`config.mk`:
```
export PLATFORM = sky130hd
export DESIGN_NAME = backtracking_permutation_generator
export DESIGN_NICKNAME = d
export VERILOG_FILES = /design/src/bpg_pkg.sv /design/src/bpg_front.sv /design/src/bpg_back.sv /design/src/backtracking_permutation_generator.sv
export SDC_FILE = /design/constraint.sdc
export NUM_CORES = 1
export LEC_CHECK = 0
export BUFFER_PORTS_ARGS = -buffer_cell sky130_fd_sc_hd__buf_2
export CORE_MARGIN = 2
export CORE_UTILIZATION = 50
export DETAILED_ROUTE_END_ITERATION = 7
export PLACE_DENSITY = 0.67
export SLEW_MARGIN = 10
export SYNTH_ARGS = -nofsm -noshare
export SYNTH_HDL_FRONTEND = slang
export SYNTH_HIERARCHICAL = 1
export SYNTH_SLANG_ARGS = --single-unit
export TNS_END_PERCENT = 50
```
`constraint.sdc`:
```
create_clock -name clock -period 4.2 [get_ports clock]
set_input_delay 0.42 -clock clock [delete_from_list [all_inputs] [get_ports clock]]
set_output_delay 0.42 -clock clock [all_outputs]
set_load 0.03 [all_outputs]
```
`src/bpg_pkg.sv`:
```
package bpg_pkg;

   localparam int MAX_ELEMENTS_DEF = 8;
   localparam int COUNT_W = 4;
   localparam int SLOT_W = 3;
   localparam int VALUE_W = 32;
   localparam int QUEUE_DEPTH = 2;

   localparam logic CMD_LOAD = 1'b0;
   localparam logic CMD_NEXT = 1'b1;

   typedef struct packed {
      logic                      cmd;
      logic [SLOT_W-1:0]         slot;
      logic signed [VALUE_W-1:0] load_value;
   } req_type;

   typedef struct packed {
      logic signed [VALUE_W-1:0] element_value;
      logic [SLOT_W-1:0]         position;
      logic                      last;
      logic                      exhausted;
   } rsp_type;

   typedef struct packed {
      logic                      is_load;
      logic                      slot_ok;
      logic [SLOT_W-1:0]         slot;
      logic signed [VALUE_W-1:0] value;
   } job_type;

   typedef enum logic [1:0] {
      ST_IDLE,
      ST_SEARCH,
      ST_EMIT,
      ST_EXHAUST
   } state_type;

endpackage

```
`src/bpg_front.sv`:
```
module bpg_front #(
   parameter int MAX_ELEMENTS = bpg_pkg::MAX_ELEMENTS_DEF
) (
   input  logic              clock,
   input  logic              reset,
   input  logic              req_valid,
   output logic              req_stall,
   input  bpg_pkg::req_type  req_data,
   output logic              job_valid,
   output bpg_pkg::job_type  job,
   input  logic              job_pop
);

   localparam int PTR_W = $clog2(bpg_pkg::QUEUE_DEPTH);
   localparam int CNT_W = $clog2(bpg_pkg::QUEUE_DEPTH + 1);

   bpg_pkg::job_type  queue_ff [bpg_pkg::QUEUE_DEPTH];
   logic [PTR_W-1:0]  wr_ptr_ff, wr_ptr_in;
   logic [PTR_W-1:0]  rd_ptr_ff, rd_ptr_in;
   logic [CNT_W-1:0]  fill_ff, fill_in;
   bpg_pkg::job_type  new_job;
   logic              push;
   logic              pop;

   always_comb begin
      new_job.is_load = (req_data.cmd == bpg_pkg::CMD_LOAD);
      new_job.slot_ok = (32'(req_data.slot) < MAX_ELEMENTS);
      new_job.slot    = req_data.slot;
      new_job.value   = req_data.load_value;
   end

   assign req_stall = (fill_ff == CNT_W'(bpg_pkg::QUEUE_DEPTH));
   assign push      = req_valid && !req_stall;
   assign job_valid = (fill_ff != '0);
   assign pop       = job_pop && job_valid;
   assign job       = queue_ff[rd_ptr_ff];

   always_comb begin
      wr_ptr_in = push ? PTR_W'(wr_ptr_ff + 1'b1) : wr_ptr_ff;
      rd_ptr_in = pop ? PTR_W'(rd_ptr_ff + 1'b1) : rd_ptr_ff;
      fill_in   = fill_ff;
      if (push && !pop) begin
         fill_in = CNT_W'(fill_ff + 1'b1);
      end else if (pop && !push) begin
         fill_in = CNT_W'(fill_ff - 1'b1);
      end
   end

   always_ff @(posedge clock) begin
      if (reset) begin
         wr_ptr_ff <= '0;
         rd_ptr_ff <= '0;
         fill_ff   <= '0;
      end else begin
         wr_ptr_ff <= wr_ptr_in;
         rd_ptr_ff <= rd_ptr_in;
         fill_ff   <= fill_in;
      end
   end

   always_ff @(posedge clock) begin
      if (push) begin
         queue_ff[wr_ptr_ff] <= new_job;
      end
   end

endmodule

```
`src/bpg_back.sv`:
```
module bpg_back #(
   parameter int MAX_ELEMENTS = bpg_pkg::MAX_ELEMENTS_DEF
) (
   input  logic                         clock,
   input  logic                         reset,
   input  logic                         job_valid,
   input  bpg_pkg::job_type             job,
   output logic                         job_pop,
   input  logic                         csr_write_enable,
   input  logic [bpg_pkg::COUNT_W-1:0]  csr_write_data,
   output logic                         rsp_valid,
   input  logic                         rsp_stall,
   output bpg_pkg::rsp_type             rsp_data
);

   localparam int IDX_W = (MAX_ELEMENTS > 1) ? $clog2(MAX_ELEMENTS) : 1;
   localparam int CNT_W = $clog2(MAX_ELEMENTS + 1);

   logic signed [bpg_pkg::VALUE_W-1:0] stored_ff [MAX_ELEMENTS];
   logic                               store_we;

   logic [MAX_ELEMENTS-1:0][MAX_ELEMENTS-1:0] eq_ff, eq_in;
   logic [IDX_W-1:0]  stack_ff [MAX_ELEMENTS];
   logic [IDX_W-1:0]  stack_in [MAX_ELEMENTS];
   logic [MAX_ELEMENTS-1:0] used_ff, used_in;
   logic [CNT_W-1:0]  d_ff, d_in;
   logic [CNT_W-1:0]  c_ff, c_in;
   logic [IDX_W-1:0]  k_ff, k_in;
   logic              started_ff, started_in;
   logic              done_ff, done_in;
   logic [bpg_pkg::COUNT_W-1:0] count_ff, count_in;
   bpg_pkg::state_type state_ff, state_in;
   logic              rsp_valid_ff, rsp_valid_in;
   bpg_pkg::rsp_type  rsp_data_ff, rsp_data_in;

   logic [CNT_W-1:0]  n;
   logic [CNT_W-1:0]  nm1;
   logic [CNT_W-1:0]  dm1;
   logic [CNT_W-1:0]  dp1;
   logic [IDX_W-1:0]  c_idx;
   logic [IDX_W-1:0]  back_slot;
   logic [IDX_W-1:0]  resume_slot;
   logic              taken;
   logic              out_free;

   assign n = (count_ff > bpg_pkg::COUNT_W'(MAX_ELEMENTS)) ? CNT_W'(MAX_ELEMENTS)
                                                           : CNT_W'(count_ff);
   assign nm1         = CNT_W'(n - 1'b1);
   assign dm1         = CNT_W'(d_ff - 1'b1);
   assign dp1         = CNT_W'(d_ff + 1'b1);
   assign c_idx       = c_ff[IDX_W-1:0];
   assign back_slot   = stack_ff[dm1[IDX_W-1:0]];
   assign resume_slot = stack_ff[nm1[IDX_W-1:0]];
   assign taken       = |(eq_ff[c_idx] & used_ff);
   assign out_free    = !rsp_valid_ff || !rsp_stall;
   assign store_we    = (state_ff == bpg_pkg::ST_IDLE) && job_valid && job.is_load
                        && job.slot_ok;

   always_comb begin
      state_in     = state_ff;
      eq_in        = eq_ff;
      stack_in     = stack_ff;
      used_in      = used_ff;
      d_in         = d_ff;
      c_in         = c_ff;
      k_in         = k_ff;
      started_in   = started_ff;
      done_in      = done_ff;
      count_in     = count_ff;
      job_pop      = 1'b0;
      rsp_valid_in = rsp_stall ? rsp_valid_ff : 1'b0;
      rsp_data_in  = rsp_data_ff;

      case (state_ff)
         bpg_pkg::ST_IDLE: begin
            if (job_valid) begin
               job_pop = 1'b1;
               if (job.is_load) begin
                  if (job.slot_ok) begin
                     for (int i = 0; i < MAX_ELEMENTS; i++) begin
                        for (int j = 0; j < MAX_ELEMENTS; j++) begin
                           if (i == j) begin
                              if (IDX_W'(i) == job.slot[IDX_W-1:0]) begin
                                 eq_in[i][j] = 1'b1;
                              end
                           end else if (IDX_W'(i) == job.slot[IDX_W-1:0]) begin
                              eq_in[i][j] = (job.value == stored_ff[j]);
                           end else if (IDX_W'(j) == job.slot[IDX_W-1:0]) begin
                              eq_in[i][j] = (job.value == stored_ff[i]);
                           end
                        end
                     end
                  end
                  started_in = 1'b0;
                  done_in    = 1'b0;
                  d_in       = '0;
               end else if (done_ff || n == '0) begin
                  state_in = bpg_pkg::ST_EXHAUST;
               end else if (!started_ff) begin
                  started_in = 1'b1;
                  d_in       = '0;
                  c_in       = '0;
                  used_in    = '0;
                  state_in   = bpg_pkg::ST_SEARCH;
               end else begin
                  d_in                 = nm1;
                  c_in                 = CNT_W'(CNT_W'(resume_slot) + 1'b1);
                  used_in[resume_slot] = 1'b0;
                  state_in             = bpg_pkg::ST_SEARCH;
               end
            end
         end
         bpg_pkg::ST_SEARCH: begin
            if (c_ff >= n) begin
               if (d_ff == '0) begin
                  state_in = bpg_pkg::ST_EXHAUST;
               end else begin
                  d_in               = dm1;
                  c_in               = CNT_W'(CNT_W'(back_slot) + 1'b1);
                  used_in[back_slot] = 1'b0;
               end
            end else if (taken) begin
               c_in = CNT_W'(c_ff + 1'b1);
            end else begin
               stack_in[d_ff[IDX_W-1:0]] = c_idx;
               used_in[c_idx]            = 1'b1;
               d_in                      = dp1;
               c_in                      = '0;
               if (dp1 == n) begin
                  k_in     = '0;
                  state_in = bpg_pkg::ST_EMIT;
               end
            end
         end
         bpg_pkg::ST_EMIT: begin
            if (out_free) begin
               rsp_valid_in              = 1'b1;
               rsp_data_in.element_value = stored_ff[stack_ff[k_ff]];
               rsp_data_in.position      = bpg_pkg::SLOT_W'(k_ff);
               rsp_data_in.last          = (CNT_W'(k_ff) == nm1);
               rsp_data_in.exhausted     = 1'b0;
               if (CNT_W'(k_ff) == nm1) begin
                  state_in = bpg_pkg::ST_IDLE;
               end else begin
                  k_in = IDX_W'(k_ff + 1'b1);
               end
            end
         end
         bpg_pkg::ST_EXHAUST: begin
            if (out_free) begin
               rsp_valid_in              = 1'b1;
               rsp_data_in.element_value = '0;
               rsp_data_in.position      = '0;
               rsp_data_in.last          = 1'b1;
               rsp_data_in.exhausted     = 1'b1;
               done_in                   = 1'b1;
               d_in                      = '0;
               state_in                  = bpg_pkg::ST_IDLE;
            end
         end
         default: begin
            state_in = bpg_pkg::ST_IDLE;
         end
      endcase

      if (csr_write_enable) begin
         count_in   = csr_write_data;
         started_in = 1'b0;
         done_in    = 1'b0;
         d_in       = '0;
      end
   end

   always_ff @(posedge clock) begin
      if (reset) begin
         state_ff     <= bpg_pkg::ST_IDLE;
         eq_ff        <= '0;
         used_ff      <= '0;
         d_ff         <= '0;
         c_ff         <= '0;
         k_ff         <= '0;
         started_ff   <= 1'b0;
         done_ff      <= 1'b0;
         count_ff     <= bpg_pkg::COUNT_W'(1);
         rsp_valid_ff <= 1'b0;
         for (int i = 0; i < MAX_ELEMENTS; i++) begin
            stack_ff[i] <= '0;
         end
      end else begin
         state_ff     <= state_in;
         eq_ff        <= eq_in;
         used_ff      <= used_in;
         d_ff         <= d_in;
         c_ff         <= c_in;
         k_ff         <= k_in;
         started_ff   <= started_in;
         done_ff      <= done_in;
         count_ff     <= count_in;
         rsp_valid_ff <= rsp_valid_in;
         stack_ff     <= stack_in;
      end
   end

   always_ff @(posedge clock) begin
      rsp_data_ff <= rsp_data_in;
      if (store_we) begin
         stored_ff[job.slot[IDX_W-1:0]] <= job.value;
      end
   end

   assign rsp_valid = rsp_valid_ff;
   assign rsp_data  = rsp_data_ff;

endmodule

```
`src/backtracking_permutation_generator.sv`:
```
// Backtracking permutation generator.
// Request channel (req_valid / req_stall / req_data): a load command stores
// load_value at slot and restarts the search; a next command yields the next
// permutation of the first element_count stored values in depth-first order.
// Response channel (rsp_valid / rsp_stall / rsp_data): a next command yields
// element_count transfers, position 0 upward, last set on the final one; once
// the search is exhausted it yields one transfer with exhausted and last set.
// csr_write_enable / csr_write_data set element_count and restart the search.
// Requests enter a two-entry queue, so a new request is taken while earlier
// work is still in the search engine. A load is applied as it is dequeued. A
// next command is dequeued, then runs the search one step at a time (one
// candidate test, one push or one backtrack), then sends its elements one
// at a time. Items are worked one at a time. When rsp_stall is high the
// output register holds its transfer and the engine waits to send the next;
// the queue keeps taking requests until it is full.
// Reset empties the queue, clears the search and sets element_count to 1;
// stored values are undefined until loaded.
module backtracking_permutation_generator #(
   parameter int MAX_ELEMENTS = bpg_pkg::MAX_ELEMENTS_DEF
) (
   input  logic                         clock,
   input  logic                         reset,
   input  logic                         req_valid,
   output logic                         req_stall,
   input  bpg_pkg::req_type             req_data,
   output logic                         rsp_valid,
   input  logic                         rsp_stall,
   output bpg_pkg::rsp_type             rsp_data,
   input  logic                         csr_write_enable,
   input  logic [bpg_pkg::COUNT_W-1:0]  csr_write_data
);

   logic             job_valid;
   logic             job_pop;
   bpg_pkg::job_type job;

   bpg_front #(
      .MAX_ELEMENTS(MAX_ELEMENTS)
   ) u_front (
      .clock    (clock),
      .reset    (reset),
      .req_valid(req_valid),
      .req_stall(req_stall),
      .req_data (req_data),
      .job_valid(job_valid),
      .job      (job),
      .job_pop  (job_pop)
   );

   bpg_back #(
      .MAX_ELEMENTS(MAX_ELEMENTS)
   ) u_back (
      .clock           (clock),
      .reset           (reset),
      .job_valid       (job_valid),
      .job             (job),
      .job_pop         (job_pop),
      .csr_write_enable(csr_write_enable),
      .csr_write_data  (csr_write_data),
      .rsp_valid       (rsp_valid),
      .rsp_stall       (rsp_stall),
      .rsp_data        (rsp_data)
   );

endmodule

```
==> summary.txt <==
Setup path
  • Crit path buffers/inverters: 1
  • Worst path top cell family by delay: simple AND/OR/NAND/NOR gates
  • CP required: around 4.8 ns
  • Crit path cell chain: buf_12 -> mux2_2 -> xor2_1 -> nor4_1 -> nand4_1 -> nor2_1 -> o21ai_0 -> a31oi_1 -> o21a_1
  • Delay of the slowest critical-path stage: approximately 0.6 ns
  • Crit end category: register
  • Crit start category: register
  • Slowest CP cell: mux2_2
  • Worst-path fanout max: 30
  • Crit Path Class: register to register
  • Crit path DAT: between 4 and 5 ns

Detailed routing
  • WL met2: about 32000 um
  • Total vias in the final route: approximately 17000
  • Vias per inst: ~6.2
  • Drt first pass iters: 6
  • Top Metal Used: met4
  • Post-route ant nets: 0
  • WL met1: between 30000 and 40000 um
  • 1st-iter DRT viols: roughly 2200
  • Met3 wire len: 7615 um
  • Final wirelength: 72100 um
  • Drt wl/cell: about 26 um
  • Residual DRC count: 0

Clock tree
  • Clock root cell: clkbuf_16
  • Setup Fix Bufs, Post-CTS: 0
  • Clock buffer depth: 3
  • Clk slew on worst S/H paths: roughly 0.060 ns
  • Cts hold-fix bufs: 24
  • Clock tree from TritonCTS: done
  • H-tree depth: 2
  • Clock Sinks: 486
  • Inserted Clock Buffers: 53
  • Clock latency on the worst-skew pair: approximately 0.61 ns
  • PostCTS Resize Cnt: 0

Logic synthesis
  • Syn. warnings: 6
  • Most common cell in the synthesized netlist: edfxtp_1
  • Synth unique cells: 71
  • Synth Register Bits: around 500
  • Top cell type by total area after synthesis: edfxtp_1
  • Synth cell count leaders: edfxtp_1, nand2_1, xor2_1, nor2_1, dfxtp_1
  • Syn Nets: between 2000 and 2500
  • Avg Inst Size Synth: roughly 11 um^2
  • Number of synthesized flops with an enable pin: around 370
  • Post-synthesis instance area: roughly 23000 um^2
  • Seq/Total Area, Yosys: between 50 and 60%
  • Top FF cell, synth: edfxtp_1
  • Synth area leaders: edfxtp_1, dfxtp_1, xor2_1
  • Post-synth ARST share: 0%
  • Synth top area share: a little under half
  • Syn Inst Count: a little over 2000

Die
  • Row Count: slightly below 80
  • Area of the core: 46460 um^2
  • Die height: approximately 220 um
  • Die X: about 220 um
  • Starting Density: between 50% and 60%
  • Die area: just under 50000 um^2
  • I/O pin count: between 80 and 90

Timing
  • Setup TNS: 0 ns
  • Hold Fails Final Rpt: 0
  • Worst-Margin Slew: 1.095 ns
  • Max-slew violations: 0
  • Max Fclk: ~0.27 GHz
  • Crit share post-route: 86.64%
  • Final Hold Slack: about 0.019 ns
  • Final setup vio count: 0
  • Slew HR: a little over a quarter
  • Max Clock Skew: 0.03241 ns
  • Tmin final: between 3 and 4 ns
  • RSZ-0062 raised after global routing: false

Power
  • Seq pwr share: roughly two fifths
  • Switching pwr: about 0.0054 W
  • Max VDD drop: around 0.00036 V
  • Clk network pwr share: about 30%
  • Net Sw Frac: 35.38%
  • P per Cell Area: ~580 nW/um^2
  • Internal power: between 0.009 and 0.01 W
  • Leakage power: around 9.5 nW
  • Combinational power share: a little under a third

Global route
  • Largest net degree at the start of global routing: slightly below 100
  • Total grt overflow: 0
  • First-pass GRT wire length: 106000 um
  • Vias in the first global route: approximately 16000
  • Initial antenna violation count: 1
  • Global Route Usage Sum: between 20% and 30%

Cells and area
  • Fill count: roughly 3900
  • Utilization after layout: a little under three fifths
  • Share of layout cells above drive strength 1: approximately 14%
  • Synthesis-to-finish area growth: 12.95%
  • Number of diodes: 0
  • Final nets: 2184

Placement
  • GP Congestion: 0.9985
  • IO Port Bufs: 83
  • Hpwl dp: ~49000 um

Flow run
  • Max-cap violations: 0

Outcome
  • Run status: finished, final reports clean

Hold path
  • Min-Delay Path Class: input port to register
==> kinds of logic (layout without fill, tap and decap cells) <==
kind of cell    after synthesis  after routing  share of synthesized area, %
simple gates                722            722                         14.29
flops                       486            486                         57.00
xor+xnor                    274            274                         10.25
compound gates              253            253                         7.765
buf+inv                     169            295                         2.958
mux                         127            127                         7.072
fa+ha+maj                    12             12                        0.6395
other cells                   1              1                       0.01597
==> flip-flops by register name, indices dropped and copies added, names as in the netlist, named ones only <==
name,flops
u_back/c_ff,4
u_back/count_ff,4
u_back/d_ff,4
u_back/done_ff,1
u_back/eq_ff,64
u_back/k_ff,3
u_back/rsp_data,37
u_back/rsp_valid,1
u_back/stack_ff,24
u_back/started_ff,1
u_back/state_ff,2
u_back/stored_ff,256
u_back/used_ff,8
u_front/fill_ff,2
u_front/queue_ff,72
u_front/rd_ptr_ff,1
u_front/wr_ptr_ff,1
==> cell type report <==
type                    count  area (um^2)  share of cell area [%]
clock buffers              85         1496                   5.643
well taps                 607        759.5                   2.864
repair buffers            161         1114                   4.199
multi-input cells        1389         9478                   35.74
clock inverters            13        150.1                  0.5662
flip-flops and latches    486        13390                   50.48
inverters                  36        135.1                  0.5096
==> worst paths after layout <==
kind	cells after the start	slack, ns	to	from
worst max-delay path	9	0.56	u_back/eq_ff[22]	register
worst min-delay path	1	0.02	u_front/queue_ff[1][3]	req_data[3]
worst max register to register	9	0.56	u_back/eq_ff[22]	register
worst min register to register	2	0.45	u_back/eq_ff[39]	u_back/eq_ff[39]
==> power by group through the flow <==
stage / clock network [W] / logic (W) / registers (W)
after floorplan: 0 / 0.00298 / 0.00625
after global placement: 0 / 0.00449 / 0.00624
after CTS: 0.00458 / 0.00455 / 0.00616
final: 0.00452 / 0.00463 / 0.00616
after global routing: 0.00478 / 0.00489 / 0.00620
after detailed placement: 0 / 0.00451 / 0.00625
==> layer usage <==
layer  vias to the layer above  global-route usage (%)
met5                         -                       0
met4                         0                   9.244
met3                       141                   6.186
met2                       943                   43.63
met1                      8661                   44.08
li1                       7598                       -
==> placed cells by master, fill, tap and decap left out, drive strengths merged, types with 5 or more instances in the layout <==
cell type	n
a311oi	37
nor2b	12
nand3	85
xnor2	39
dlygate4sd3	25
dfxtp	121
o32ai	5
nand2b	8
clkinv	12
o21ai	19
a21oi	38
nand4	25
o22ai	8
nor3	13
buf	136
o21a	37
xor2	235
nand2	316
mux2i	59
mux2	41
inv	34
ha	12
o31a	14
a211oi	8
nor4	65
or2	8
edfxtp	365
and3	40
a31oi	53
nor2	133
a31o	8
clkbuf	85
mux4	27
==> through the flow <==
step                instances  worst slack (ns)  cell area [um^2]  total power [W]
floorplan                2044            0.7104             23480         0.009224
global placement         2654            0.7254             24620          0.01073
detailed placement       2654            0.7040             24620          0.01076
CTS                      2776            0.6983             26510          0.01529
global route             2777            0.3894             26520          0.01587
finish                   2777            0.5612             26520          0.01532
Power figures use the tool's default switching activity.
